`src/hdl/bdf_pkg.sv`:
```
// Package for the ITA2 asynchronous character framer.
// Holds the code table, the character class function, frame constants and types.
// No dependencies.
`default_nettype none

package bdf_pkg;

  localparam int DATA_BITS  = 5;
  localparam int FRAME_BITS = DATA_BITS + 2;
  localparam int MAX_BITS   = 2 * FRAME_BITS;
  localparam int CNT_W      = $clog2(MAX_BITS + 1);

  localparam logic [DATA_BITS-1:0] CODE_LTRS  = 5'h1f;
  localparam logic [DATA_BITS-1:0] CODE_FIGS  = 5'h1b;
  localparam logic [DATA_BITS-1:0] CODE_BLANK = 5'h00;

  localparam logic [1:0] MODE_NONE = 2'd0;
  localparam logic [1:0] MODE_LTRS = 2'd1;
  localparam logic [1:0] MODE_FIGS = 2'd2;

  localparam logic [1:0] STOP_ONE      = 2'd0;
  localparam logic [1:0] STOP_ONE_HALF = 2'd1;
  localparam logic [1:0] STOP_TWO      = 2'd2;
  localparam logic [1:0] STOP_RESET    = STOP_ONE_HALF;

  localparam logic [2:0] HALF_BIT = 3'd2;

  localparam logic [DATA_BITS-1:0] ITA2_ROM [128] = '{
    5'h00,5'h00,5'h00,5'h00,5'h00,5'h09,5'h00,5'h0A,
    5'h08,5'h00,5'h02,5'h00,5'h00,5'h08,5'h00,5'h00,
    5'h00,5'h00,5'h00,5'h00,5'h00,5'h00,5'h00,5'h00,
    5'h00,5'h00,5'h00,5'h00,5'h00,5'h00,5'h00,5'h00,
    5'h04,5'h00,5'h11,5'h14,5'h09,5'h00,5'h00,5'h05,
    5'h0f,5'h12,5'h00,5'h11,5'h0c,5'h03,5'h1A,5'h1d,
    5'h16,5'h17,5'h13,5'h01,5'h0A,5'h10,5'h15,5'h07,
    5'h06,5'h18,5'h0E,5'h1e,5'h00,5'h1e,5'h00,5'h19,
    5'h00,5'h03,5'h19,5'h0E,5'h09,5'h01,5'h0D,5'h1A,
    5'h14,5'h06,5'h0b,5'h0F,5'h12,5'h1C,5'h0C,5'h18,
    5'h16,5'h17,5'h0A,5'h05,5'h10,5'h07,5'h1E,5'h13,
    5'h1D,5'h15,5'h11,5'h00,5'h00,5'h00,5'h00,5'h00,
    5'h00,5'h03,5'h19,5'h0E,5'h09,5'h01,5'h0D,5'h1A,
    5'h14,5'h06,5'h0b,5'h0F,5'h12,5'h1C,5'h0C,5'h18,
    5'h16,5'h17,5'h0A,5'h05,5'h10,5'h07,5'h1E,5'h13,
    5'h1D,5'h15,5'h11,5'h00,5'h00,5'h00,5'h00,5'h00
  };

  typedef struct packed {
    logic                 char_valid;
    logic [DATA_BITS-1:0] code;
    logic [1:0]           cls;
  } rom_rd_t;

  function automatic logic [1:0] char_class(input logic [6:0] c);
    logic [1:0] cls;
    cls = MODE_NONE;
    if (c inside {[7'd65:7'd90], [7'd97:7'd122]}) begin
      cls = MODE_LTRS;
    end else if (c inside {7'd5, 7'd7, [7'd34:7'd36], [7'd38:7'd41], [7'd43:7'd59],
                           7'd61, 7'd63}) begin
      cls = MODE_FIGS;
    end
    return cls;
  endfunction

  function automatic logic [FRAME_BITS-1:0] frame_of(input logic [DATA_BITS-1:0] code);
    return {1'b1, code, 1'b0};
  endfunction

endpackage

`default_nettype wire

```
`src/hdl/bdf_if.sv`:
```
// Channel interfaces of the ITA2 character framer: input, result and configuration.
// Imports bdf_pkg; the field widths are written out in place.
`default_nettype none

interface bdf_in_if;
  import bdf_pkg::*;
  logic       valid;
  logic       ready;
  logic       char_valid;
  logic [7:0] char_code;
  modport source (output valid, output char_valid, output char_code, input ready);
  modport sink   (input valid, input char_valid, input char_code, output ready);
endinterface

interface bdf_out_if;
  logic       valid;
  logic       ready;
  logic       line_level;
  logic [2:0] half_bits;
  logic       last_bit;
  modport source (output valid, output line_level, output half_bits, output last_bit,
                  input ready);
  modport sink   (input valid, input line_level, input half_bits, input last_bit,
                  output ready);
endinterface

interface bdf_cfg_if;
  logic       valid;
  logic       ready;
  logic [1:0] stop_length;
  modport source (output valid, output stop_length, input ready);
  modport sink   (input valid, input stop_length, output ready);
endinterface

`default_nettype wire

```
`src/hdl/bdf_rom.sv`:
```
// Synchronous code table of the framer: one lookup per accepted transaction.
// Depends on bdf_pkg for the table, the class function and rom_rd_t.
`default_nettype none

module bdf_rom
  import bdf_pkg::*;
(
  input  wire logic       clk,
  input  wire logic       rd_en,
  input  wire logic       char_valid,
  input  wire logic [7:0] char_code,
  output rom_rd_t         rd_data_r
);

  logic [6:0] addr;

  assign addr = char_code[6:0];

  always_ff @(posedge clk) begin
    if (rd_en) begin
      rd_data_r.char_valid <= char_valid;
      rd_data_r.code       <= ITA2_ROM[addr];
      rd_data_r.cls        <= char_class(addr);
    end
  end

endmodule

`default_nettype wire

```
`src/hdl/bdf_serializer.sv`:
```
// Bit serialiser of the framer: plans the shift and character frames and sends one bit
// per cycle when out_ready allows, through an output register. Holds the shift state. Depends on bdf_pkg.
`default_nettype none

module bdf_serializer
  import bdf_pkg::*;
(
  input  wire logic       clk,
  input  wire logic       rst_n,
  input  wire logic       st_valid,
  input  wire rom_rd_t    st_data,
  output logic            st_take,
  input  wire logic [1:0] stop_length,
  input  wire logic       out_ready,
  output logic            out_valid_r,
  output logic            line_level_r,
  output logic [2:0]      half_bits_r,
  output logic            last_bit_r
);

  logic [MAX_BITS-1:0] lev_r, lev_nxt;
  logic [MAX_BITS-1:0] stp_r, stp_nxt;
  logic [CNT_W-1:0]    cnt_r, cnt_nxt;
  logic [1:0]          mode_r, mode_nxt;
  logic                emit;
  logic                shift_needed;
  logic [2:0]          stop_half;
  logic [FRAME_BITS-1:0] stop_mask;

  assign stop_mask = {1'b1, {(FRAME_BITS-1){1'b0}}};

  always_comb begin
    case (stop_length)
      STOP_ONE_HALF: stop_half = 3'd3;
      STOP_TWO:      stop_half = 3'd4;
      default:       stop_half = HALF_BIT;
    endcase
  end

  assign emit    = (cnt_r != '0) && (!out_valid_r || out_ready);
  assign st_take = st_valid && ((cnt_r == '0) || ((cnt_r == CNT_W'(1)) && emit));

  assign shift_needed = (st_data.cls != MODE_NONE) && (st_data.cls != mode_r);

  always_comb begin
    lev_nxt  = lev_r;
    stp_nxt  = stp_r;
    cnt_nxt  = cnt_r;
    mode_nxt = mode_r;
    if (st_take) begin
      if (!st_data.char_valid) begin
        lev_nxt = MAX_BITS'({frame_of(CODE_BLANK), 1'b1});
        stp_nxt = MAX_BITS'({stop_mask, 1'b0});
        cnt_nxt = CNT_W'(FRAME_BITS + 1);
      end else if (st_data.code == '0) begin
        cnt_nxt = '0;
      end else if (shift_needed) begin
        lev_nxt  = {frame_of(st_data.code),
                    frame_of((st_data.cls == MODE_LTRS) ? CODE_LTRS : CODE_FIGS)};
        stp_nxt  = {stop_mask, stop_mask};
        cnt_nxt  = CNT_W'(MAX_BITS);
        mode_nxt = st_data.cls;
      end else begin
        lev_nxt = MAX_BITS'(frame_of(st_data.code));
        stp_nxt = MAX_BITS'(stop_mask);
        cnt_nxt = CNT_W'(FRAME_BITS);
      end
    end else if (emit) begin
      lev_nxt = lev_r >> 1;
      stp_nxt = stp_r >> 1;
      cnt_nxt = cnt_r - CNT_W'(1);
    end
  end

  always_ff @(posedge clk) begin
    if (!rst_n) begin
      cnt_r       <= '0;
      mode_r      <= MODE_NONE;
      out_valid_r <= 1'b0;
    end else begin
      cnt_r  <= cnt_nxt;
      mode_r <= mode_nxt;
      if (emit) begin
        out_valid_r <= 1'b1;
      end else if (out_ready) begin
        out_valid_r <= 1'b0;
      end
    end
  end

  always_ff @(posedge clk) begin
    lev_r <= lev_nxt;
    stp_r <= stp_nxt;
    if (emit) begin
      line_level_r <= lev_r[0];
      half_bits_r  <= stp_r[0] ? stop_half : HALF_BIT;
      last_bit_r   <= (cnt_r == CNT_W'(1));
    end
  end

endmodule

`default_nettype wire

```
`src/hdl/baudot_rtty_char_framer.sv`:
```
// ITA2 asynchronous character framer, top level.
// An accepted transaction passes the table register and the serialiser's shift registers before its
// first result bit is registered. One result bit per cycle unless the output stalls; a character sends
// its frame, after a shift frame if needed, an idle slot a mark bit and a blank frame; one without a code is dropped.
// Reset (rst_n, synchronous): shift state none, stop length one and a half, no pending bits.
// Depends on bdf_pkg, bdf_if, bdf_rom and bdf_serializer.
`default_nettype none

module baudot_rtty_char_framer
  import bdf_pkg::*;
(
  input  wire logic  clk,
  input  wire logic  rst_n,
  bdf_in_if.sink     in_if,
  bdf_out_if.source  out_if,
  bdf_cfg_if.sink    cfg_if
);

  logic       st_valid_r;
  rom_rd_t    st_data_r;
  logic       st_take;
  logic       in_acc;
  logic [1:0] stop_length_r;

  assign cfg_if.ready = 1'b1;
  assign in_if.ready  = !st_valid_r || st_take;
  assign in_acc       = in_if.valid && in_if.ready;

  always_ff @(posedge clk) begin
    if (!rst_n) begin
      st_valid_r    <= 1'b0;
      stop_length_r <= STOP_RESET;
    end else begin
      if (in_acc) begin
        st_valid_r <= 1'b1;
      end else if (st_take) begin
        st_valid_r <= 1'b0;
      end
      if (cfg_if.valid) begin
        stop_length_r <= cfg_if.stop_length;
      end
    end
  end

  bdf_rom u_rom (
    .clk        (clk),
    .rd_en      (in_acc),
    .char_valid (in_if.char_valid),
    .char_code  (in_if.char_code),
    .rd_data_r  (st_data_r)
  );

  bdf_serializer u_ser (
    .clk          (clk),
    .rst_n        (rst_n),
    .st_valid     (st_valid_r),
    .st_data      (st_data_r),
    .st_take      (st_take),
    .stop_length  (stop_length_r),
    .out_ready    (out_if.ready),
    .out_valid_r  (out_if.valid),
    .line_level_r (out_if.line_level),
    .half_bits_r  (out_if.half_bits),
    .last_bit_r   (out_if.last_bit)
  );

endmodule

`default_nettype wire

```
`src/flat_wrapper.sv`:
```
// flat-port wrapper written by rule: the top's interface ports become plain ports
module baudot_rtty_char_framer_flat import bdf_pkg::*;
  (clk, rst_n, in_if_valid, in_if_char_valid, in_if_char_code, in_if_ready, out_if_valid, out_if_line_level, out_if_half_bits, out_if_last_bit, out_if_ready, cfg_if_valid, cfg_if_stop_length, cfg_if_ready);
  bdf_in_if in_if_i ();
  bdf_out_if out_if_i ();
  bdf_cfg_if cfg_if_i ();
  input  wire logic clk;
  input  wire logic rst_n;
  input wire logic [$bits(in_if_i.valid)-1:0] in_if_valid;
  input wire logic [$bits(in_if_i.char_valid)-1:0] in_if_char_valid;
  input wire logic [$bits(in_if_i.char_code)-1:0] in_if_char_code;
  output wire logic [$bits(in_if_i.ready)-1:0] in_if_ready;
  output wire logic [$bits(out_if_i.valid)-1:0] out_if_valid;
  output wire logic [$bits(out_if_i.line_level)-1:0] out_if_line_level;
  output wire logic [$bits(out_if_i.half_bits)-1:0] out_if_half_bits;
  output wire logic [$bits(out_if_i.last_bit)-1:0] out_if_last_bit;
  input wire logic [$bits(out_if_i.ready)-1:0] out_if_ready;
  input wire logic [$bits(cfg_if_i.valid)-1:0] cfg_if_valid;
  input wire logic [$bits(cfg_if_i.stop_length)-1:0] cfg_if_stop_length;
  output wire logic [$bits(cfg_if_i.ready)-1:0] cfg_if_ready;
  assign in_if_i.valid = in_if_valid;
  assign in_if_i.char_valid = in_if_char_valid;
  assign in_if_i.char_code = in_if_char_code;
  assign in_if_ready = in_if_i.ready;
  assign out_if_valid = out_if_i.valid;
  assign out_if_line_level = out_if_i.line_level;
  assign out_if_half_bits = out_if_i.half_bits;
  assign out_if_last_bit = out_if_i.last_bit;
  assign out_if_i.ready = out_if_ready;
  assign cfg_if_i.valid = cfg_if_valid;
  assign cfg_if_i.stop_length = cfg_if_stop_length;
  assign cfg_if_ready = cfg_if_i.ready;
  baudot_rtty_char_framer u_core (.clk(clk), .rst_n(rst_n), .in_if(in_if_i), .out_if(out_if_i), .cfg_if(cfg_if_i));
endmodule
```
`config.mk`:
```
export PLATFORM = sky130hd
export DESIGN_NAME = baudot_rtty_char_framer_flat
export DESIGN_NICKNAME = d
export VERILOG_FILES = /design/src/hdl/bdf_pkg.sv /design/src/hdl/bdf_if.sv /design/src/hdl/bdf_rom.sv /design/src/hdl/bdf_serializer.sv /design/src/hdl/baudot_rtty_char_framer.sv /design/src/flat_wrapper.sv
export SDC_FILE = /design/constraint.sdc
export NUM_CORES = 1
export LEC_CHECK = 0
export BUFFER_PORTS_ARGS = -buffer_cell sky130_fd_sc_hd__buf_2
export CORE_AREA = 2 2 105 107
export CTS_CLUSTER_SIZE = 25
export DETAILED_ROUTE_END_ITERATION = 12
export DIE_AREA = 0 0 107 109
export SETUP_SLACK_MARGIN = 0.02
export SYNTH_ARGS = -nofsm -noshare
export SYNTH_HDL_FRONTEND = slang
export SYNTH_HIERARCHICAL = 1
export SYNTH_SLANG_ARGS = --single-unit
```
`constraint.sdc`:
```
create_clock -name clk -period 3.1 [get_ports clk]
set_clock_uncertainty 0.15 [all_clocks]
set_input_delay 0.775 -clock clk [delete_from_list [all_inputs] [get_ports clk]]
set_output_delay 0.775 -clock clk [all_outputs]
set_load 0.05 [all_outputs]
```
Word-level counts from Yosys, hierarchy flattened
Memory sizes are Yosys's and may differ from the RTL's. A register that Yosys moved wholly into a read port is not among the register bits.
Cells that the tools add are included.

storage, ports and cells
  register bits = 46
  bits in latches = 0
  bits in writable memories = 0
  bits in read-only memories = 640
  input bits = 16
  logic and storage cells = 84
  memories kept = 1

memory list
  name              depth  bits a word  read ports  clocked after Yosys merged registers in  write ports  line           source
  (name not given)  128    5            1           1                                        0            bdf_rom.sv:22  rd_data_r.code <= ITA2_ROM[addr];

operators by class
  $add $sub $neg = 1
  multipliers = 0
  div/mod/pow operators = 0
  magnitude comparators = 10
  eq/ne operators = 10
  shift-type cells = 0
  muxes and demuxes = 22
  bitwise gates (word level) = 2
  reduce and logical (&&, ||, !) cells = 26

operator list
  kind                   number
  $mux W14               10
  $ge A7 B6 Y1 const B   3
  $le A7 B6 Y1 const B   3
  $mux W4                5
  $eq A7 B3 Y1 const B   2
  $eq A7 B6 Y1 const B   2
  $ge A7 B7 Y1 const B   2
  $le A7 B7 Y1 const B   2
  $logic_and A1 B1 Y1    10
  $reduce_bool A2 Y1     5
  $not A7 Y8             1
  $reduce_bool A7 Y1     1
  $pmux W3 S2            1
  $logic_not A5 Y1       1
  $eq A2 B1 Y1 const B   2
  $eq A4 B1 Y1 const B   1
  $logic_not A4 Y1       1
  $mux W1                4
  $reduce_and A4 Y1      1
  $reduce_bool A4 Y1     1
  $sub A4 B1 Y4 const B  1
  $logic_or A1 B1 Y1     3
  $mux W3                1
  $ne A3 B3 Y1 const B   1
  other kinds (6)        7

Longest topological paths before layout
Gate-level depths: netlist of run 1.

  word-level depth = 9
  gate-level depth with buffers = 9

Cells and area by module
Netlist of run 1, hierarchy kept.

modules (own cells, without submodules)
  module                   instances  cells an instance  area each (um^2)  seq. area each (um^2)
  bdf_serializer           1          156                1780.5            1101.1
  bdf_rom                  1          148                1199.9            240.2
  baudot_rtty_char_framer  1          13                 132.6             60.1

Least setup slack after synthesis of run 1
Ideal clock, no wire load.

  path kind = input -> register
  from = input port out_if_ready
  to = register u_core.u_ser.lev_r[0] (enable)
  setup time = 388 ps
  arrival = 2327 ps
  setup slack = 235 ps
  cell stages on the path = 8
  cells stage by stage = nand2b_1 -> a21oi_1 -> or2_1 -> buf_6 -> clkinv_4 -> buf_6 -> nand2_4 -> o31a_1

on the way
  cells in the longest elaborated chain, start to end = 7

ends and longest elaborated chain
  what                                                                 line                           source
  from (decl)                                                          flat_wrapper.sv:17             input wire logic [$bits(out_if_i.ready)-1:0] out_if_ready;
  $logic_or A1 B1 Y1 *                                                 bdf_serializer.sv:40           assign emit = (cnt_r != '0) && (!out_valid_r || out_ready);
  $logic_and A1 B1 Y1 *                                                bdf_serializer.sv:40
  $logic_and A1 B1 Y1 *                                                bdf_serializer.sv:41           assign st_take = st_valid && ((cnt_r == '0) || ((cnt_r == CNT_W'(1)) && emit));
  $logic_or A1 B1 Y1 *                                                 bdf_serializer.sv:41
  $logic_and A1 B1 Y1 *                                                bdf_serializer.sv:41
  via u_core.st_take                                                   baudot_rtty_char_framer.sv:21  logic st_take;
  $ne A3 B3 Y1 (no line) / $reduce_bool A2 Y1 (equally long branches)  n/a
  $reduce_and A2 Y1 (no line) *                                        n/a
  to (signal assigned)                                                 bdf_serializer.sv:92           lev_r <= lev_nxt;
  to (decl)                                                            bdf_serializer.sv:21           logic [MAX_BITS-1:0] lev_r, lev_nxt;

The timed path passes the listed nets; every way through them passes the cells marked *.
A chain may end at the register's enable or synchronous reset.

Final worst setup path of run 1
  from = input port out_if_ready
  to = output port in_if_ready

on the way
  cells in the longest elaborated chain, start to end = 6

ends and longest elaborated chain
  what                 line                           source
  $logic_or A1 B1 Y1   bdf_serializer.sv:40
  $logic_and A1 B1 Y1  bdf_serializer.sv:40
  $logic_and A1 B1 Y1  bdf_serializer.sv:41
  $logic_or A1 B1 Y1   bdf_serializer.sv:41
  $logic_and A1 B1 Y1  bdf_serializer.sv:41
  via u_core.st_take   baudot_rtty_char_framer.sv:21
  $logic_or A1 B1 Y1   baudot_rtty_char_framer.sv:26  assign in_if.ready = !st_valid_r || st_take;
  to (decl)            flat_wrapper.sv:12             output wire logic [$bits(in_if_i.ready)-1:0] in_if_ready;

The timed path passes the listed nets, and every way through them passes these cells.

==> run metrics, run 1 <==
status=finished, final reports clean; CTS Root Cell=clkbuf_8; delay-heaviest family, CP=simple AND/OR/NAND/NOR gates; Final Max Tran Viols=0; slew of the pin with the lowest slew margin=530 ps; vias in the first global route=2218; cells along the critical path=buf_2 -> nand2b_1 -> a21oi_1 -> or2_1 -> clkinv_4 -> nand2b_4 -> buf_2; worst-path maximum fanout=5; area delta synth->final=10.2%; layout cell share with drive strength beyond 1=14.7%; EDFF count, synth=40; Setup CP Type=input pin to primary output; cell taking the most area after synthesis=edfxtp_1; Num CTS Buffers=5; Cell Rows=38; RSZ-0062 raised after global routing=false; post-cts resize count=0; clock transition at the registers of the reported paths=80 ps; Reg area=1400 µm²; maxcap violations=0; synth warn=6; Worst-Skew Late Latency=300 ps; CTS tree=yes; ratio of final minimum period to clock period=90.6%; Main synth FF type=edfxtp_1; worst-case vdd ir drop=0.352 mV; Synth Net Count=345; Crit-path slowest cell=or2_1; Die X=107 µm; startpoint types=input pin; Post-layout nets=360; Multi-input gate area=1500 µm²; gpl congestion=0.834; distinct cell type count of the synthesized netlist=71; critical path arrival=1880 ps; Max Freq=0.356 GHz; Synth Register Bits=50; Required @ worst endpoint=2170 ps; post-CTS setup buffers=0; first-pass GRT wire length=10600 µm; # fillers=1092; wire per inst=13.4 µm; CP dominant cell by count=buf_2; initial core utilization=29.4%; final WL=6350 µm; grt total ovfl=0; pwr/cell area=750 nW/µm²; DRT Pass-1 Iters=4; Syn Inst Count=317; clock tree sinks=50; synth top area cells=edfxtp_1 (39%), dfxtp_1 (6.4%), ha_1 (4.8%); DIE HEIGHT=109 µm; worst relative slew slack=64.2%; Hold WS=275 ps; antenna viol nets, final=0; TNS Setup=0 ps; H-tree levels=2; leak pwr=1.31 nW; GRT Total Usage=11.2%; initial antenna violation count=0; min Tclk post-route=2810 ps; routed vias=2368; largest net degree at the start of global routing=39; syn_area_per_cell=9.82 µm²; FFs w/ async S/R, synth=0%; register area share after synthesis=45.0%; n_diodes=0; core area=10600 µm²; top cells by count, synth=edfxtp_1 (40), nand2_1 (39), o21ai_0 (29); cell with the most instances after synthesis=edfxtp_1; Mapped Area=3110 µm²; WP buf/inv=3; I/O Buffers=21; initial drt markers=104; type of the worst min-delay path=register to register; Hold Fails Final Rpt=0; CTS hold repair buffers=0; Avg Vias per Cell=5.01; Clock Path Buffers=2; full die area=11700 µm²; I/O pin total=24; DRC errors left=0; Final setup viols=0; post-DP HPWL=4360 µm; crit end category=primary output; top-area cell type share of the netlist area=38.6%; slowest cell delay on critical path=210 ps
==> worst register-to-register path, cell delays in order (launching register included) <==
cell and delay [ps]:
dfxtp_1 400, inv_1 60, ha_1 260, a21oi_1 160, or2_1 210, clkinv_4 60, buf_4 180, nand2_4 100
o31a_1 140, buf_4 320
==> per-stage QoR <==
stage	worst slack, ps	cells	power, mW	cell area (µm²)	utilization [%]
final	292	473	2.57	3430	32.4
after global routing	189	473	2.74	3430	32.4
after CTS	285	473	2.59	3430	32.4
after detailed placement	294	465	2.15	3330	31.4
after global placement	358	465	2.11	3330	31.4
after floorplan	235	317	1.92	3110	-
==> state kept, by name, summed over array words and instances (netlist names), 2 cells and up <==
register,flops
u_core/stop_length_r,2
u_core/u_rom/rd_data_r,8
u_core/u_ser/stp_r,13
u_core/u_ser/mode_r,2
u_core/u_ser/half_bits_r,3
u_core/u_ser/cnt_r,4
u_core/u_ser/lev_r,14
==> path summary, 6_finish.rpt <==
| path | from | endpoint | slack (ps) | cells after the start |
|---|---|---|---|---|
| hold reg to reg | u_core/u_ser/lev_r[0] | u_core/u_ser/line_level_r | 280 | 0 |
| setup reg to reg | u_core/u_ser/cnt_r[0] | u_core/u_ser/stp_r[1] | 710 | 9 |
| setup / recovery | out_if_ready | in_if_ready | 290 | 7 |
| hold / removal | u_core/u_ser/lev_r[0] | u_core/u_ser/line_level_r | 280 | 0 |
==> placed cells by master, fill, tap and decap left out, types with 3 or more instances in the layout <==
cell type and count:
edfxtp_1 40, mux2_2 3, mux2i_1 6, ha_1 12, nor3_1 4, o211ai_1 8
nand3b_1 5, nand2_1 39, dfxtp_1 10, nand3_1 6, nand2b_1 9, o311ai_0 4
o21ai_0 29, a21oi_1 15, buf_4 9, a21boi_0 3, nor2_1 14, buf_2 21
clkbuf_8 5, inv_1 15, and2_1 14, a31oi_1 3
==> logic make-up (layout without fill, tap and decap cells) <==
group	after synthesis	in the layout	share of synthesized area (%)
AO/OA/AOI/OAI	95	95	20.9
XOR/XNOR	1	1	0.281
adder cells (fa/ha/maj)	12	12	4.82
buffers and inverters	40	56	6.67
flip-flops	50	50	45.0
multiplexers	10	10	3.74
other	1	1	0.120
AND/OR/NAND/NOR	108	108	18.5
==> where the power goes <==
group	internal [mW]	switching, mW
clock network	0.241	0.200
registers	1.12	0.104
logic	0.315	0.591
==> per-layer routing <==
metal  track usage (%)  wire, µm  vias up
li1                  -         -     1191
met1              15.2      2990     1106
met2              17.9      2920       62
met3              2.21       357        9
met4              3.71        84        0
met5                 0         0        -
==> cell type report <==
type | instances | share of cell area, %
timing repair buffer | 30 | 5.03
tap | 140 | 5.10
clock buffer | 7 | 2.22
sequential | 50 | 40.8
inverter | 18 | 2.11
clock inverter | 1 | 0.875
multi-input combinational | 227 | 43.8
Note: power is estimated with default switching activity, not from simulation.
==> inputs of run 2 (changes only) <==
--- a/config.mk
+++ b/config.mk
@@ -6,10 +6,10 @@
 export NUM_CORES = 1
 export LEC_CHECK = 0
 export BUFFER_PORTS_ARGS = -buffer_cell sky130_fd_sc_hd__buf_2
-export CORE_AREA = 2 2 105 107
+export CORE_AREA = 2 2 76 150
 export CTS_CLUSTER_SIZE = 25
 export DETAILED_ROUTE_END_ITERATION = 12
-export DIE_AREA = 0 0 107 109
+export DIE_AREA = 0 0 78 152
 export SETUP_SLACK_MARGIN = 0.02
 export SYNTH_ARGS = -nofsm -noshare
 export SYNTH_HDL_FRONTEND = slang
==> run metrics, run 2 (synthesis results as in run 1) <==
largest net degree at the start of global routing=39 (unchanged); I/O Buffers=21 (unchanged); reg2reg path depth=9 (unchanged); leak pwr=1.33 nW (+2.0%); Worst-Skew Late Latency=290 ps (about the same); initial antenna violation count=0 (unchanged); vias in the first global route=2359 (+6.4%); min setup slack post-route=357 ps (+65.1 ps); max FFs per register=14 (unchanged); maxcap violations=0 (unchanged); clock tree sinks=50 (unchanged); startpoint types=input pin; Hold Fails Final Rpt=0 (unchanged); Reg area=1400 µm² (unchanged); DRT Pass-1 Iters=5 (+1); largest register by flop count=u_core/u_ser/lev_r; CP dominant cell by count=buf_2; worst-case vdd ir drop=0.264 mV (-25%); instance count on the critical path=7 (unchanged); post-CTS setup buffers=0 (unchanged); layout cell share with drive strength beyond 1=15.2% (+0.51 points); RSZ-0062 raised after global routing=false; critical path arrival=1820 ps (-60 ps); initial drt markers=159 (+53%); type of the worst min-delay path=register to register; crit end category=primary output; Hold EP=u_core/u_ser/line_level_r; GRT Total Usage=12.5% (+1.3 points); post-cts resize count=0 (unchanged); RR Startpoint=u_core/u_ser/cnt_r[0]; DIE HEIGHT=152 µm (+39%); Final setup viols=0 (unchanged); gpl congestion=0.890 (+6.8%); n_diodes=0 (unchanged); worst-path maximum fanout=5 (unchanged); CTS tree=yes; antenna viol nets, final=0 (unchanged); Psw=0.936 mW (+4.6%); Place WS=357 ps (+63.1 ps); Clock Path Buffers=2 (unchanged); Avg Vias per Cell=5.22 (+4.2%); slack of the worst reg-to-reg path=740 ps (+30 ps); cells along the critical path=buf_2 -> nand2b_1 -> a21oi_1 -> or2_1 -> clkinv_4 -> nand2b_4 -> buf_2; first-pass GRT wire length=11800 µm (+11%); slowest cell delay on critical path=210 ps (about the same); pwr/cell area=767 nW/µm² (+2.3%); final WL=7200 µm (+13%); most frequent cells in the layout=edfxtp_1 (40), nand2_1 (39), o21ai_0 (29); full die area=11900 µm² (+1.7%); hold path depth=0 (unchanged); Cell Rows=54 (+42%); I/O pin total=24 (unchanged); internal power=1.73 mW (+3.4%); Setup CP Type=input pin to primary output; Post-layout nets=362 (+0.56%); Multi-input gate area=1500 µm² (unchanged); ratio of final minimum period to clock period=88.5% (-2.1 points); status=finished, final reports clean; Max Freq=0.365 GHz (+2.4%); clock share of power=19.8% (+2.6 points); worst r2r dst=u_core/u_ser/lev_r[9]; routed vias=2478 (+4.6%); CTS hold repair buffers=0 (unchanged); core area=10800 µm² (+2.0%); Num CTS Buffers=5 (unchanged); Crit-path slowest cell=buf_2; # fillers=1143 (+4.7%); wire per inst=15.2 µm (+13%); H-tree levels=2 (unchanged); Worst Hold Launch=u_core/u_ser/lev_r[0]; grt total ovfl=0 (unchanged); min Tclk post-route=2740 ps (-65.1 ps); delay-heaviest family, CP=simple AND/OR/NAND/NOR gates; Largest regs=u_core/u_ser/lev_r: 14 flops, u_core/u_ser/stp_r: 13 flops, u_core/u_rom/rd_data_r: 8 flops; Sw Ratio=35.0% (+0.26 points); CTS Root Cell=clkbuf_16; Die X=78 µm (-27%); Required @ worst endpoint=2170 ps (about the same); commonest non-fill, non-tap cell in the layout=edfxtp_1; Comb power frac=34.2% (-1.0 points); Final Max Tran Viols=0 (unchanged); post-DP HPWL=5290 µm (+21%); clock transition at the registers of the reported paths=60 ps (-20 ps); total power draw=2.67 mW (+3.8%); initial core utilization=28.8% (-0.56 points); DRC errors left=0 (unchanged); WP buf/inv=3 (unchanged); area delta synth->final=11.9%; Seq pwr share=46.0% (-1.6 points); TNS Setup=0 ps (unchanged)
## run 2: cell count changes in the layout (fill, tap and decap cells not counted), sizes merged
cell	delta
buf	+2
bufinv	-1
clkbuf	-2
clkinv	+3
## run 2: worst max-delay path by stage
stage / slack [ps] / startpoint / to
3_3_place_gp: 350 / in_if_char_code[1] / u_core/u_rom/rd_data_r[3]
6_report: 360 / out_if_ready / in_if_ready
2_1_floorplan: 230 / out_if_ready / u_core/u_ser/lev_r[0]
4_1_cts: 350 / out_if_ready / in_if_ready
3_5_place_dp: 360 / out_if_ready / in_if_ready
5_1_grt: 290 / out_if_ready / in_if_ready
## run 2: layout make-up
type                       instances  share of cell area (%)
tap                              140                    5.03
sequential                        50                    40.2
multi-input combinational        227                    43.2
clock inverter                     3                   0.467
clock buffer                       5                    3.59
timing repair buffer              32                    5.39
inverter                          18                    2.08
## run 2: layer usage
| layer | part of all wire, % | routed length, µm | global-route usage, % | vias up |
|---|---|---|---|---|
| met2 | 55 | 3950 | 22.3 | 84 |
| met3 | 3.4 | 248 | 2.38 | 30 |
| met4 | 5.6 | 400 | 8.02 | 0 |
| li1 | - | - | - | 1200 |
| met1 | 36 | 2610 | 12.9 | 1164 |
| met5 | 0 | 0 | 0 | - |
## run 2: worst register-to-register path: stages (launching register included)
cell and delay [ps]:
dfxtp_1 400, inv_1 70, ha_1 260, a21oi_1 140, or2_1 190, clkinv_4 60, buf_4 180, nand2_4 100
o31a_1 140, buf_4 320
## run 2: stage by stage
step,utilization [%],cells,hold slack [ps],cell area [µm²]
floorplan,-,317,250,3110
global placement,30.9,467,253,3340
detailed placement,30.9,467,256,3340
CTS,32.2,475,272,3480
global route,32.2,475,287,3480
finish,32.2,475,270,3480
## run 2: power by group through the flow
stage          clock (mW)  combinational (mW)  sequential, mW
6_report            0.529               0.914            1.23
4_1_cts             0.546               0.924            1.23
5_1_grt             0.574                1.02            1.26
3_5_place_dp            0               0.926            1.24
2_1_floorplan           0               0.593            1.33
3_3_place_gp            0               0.901            1.23
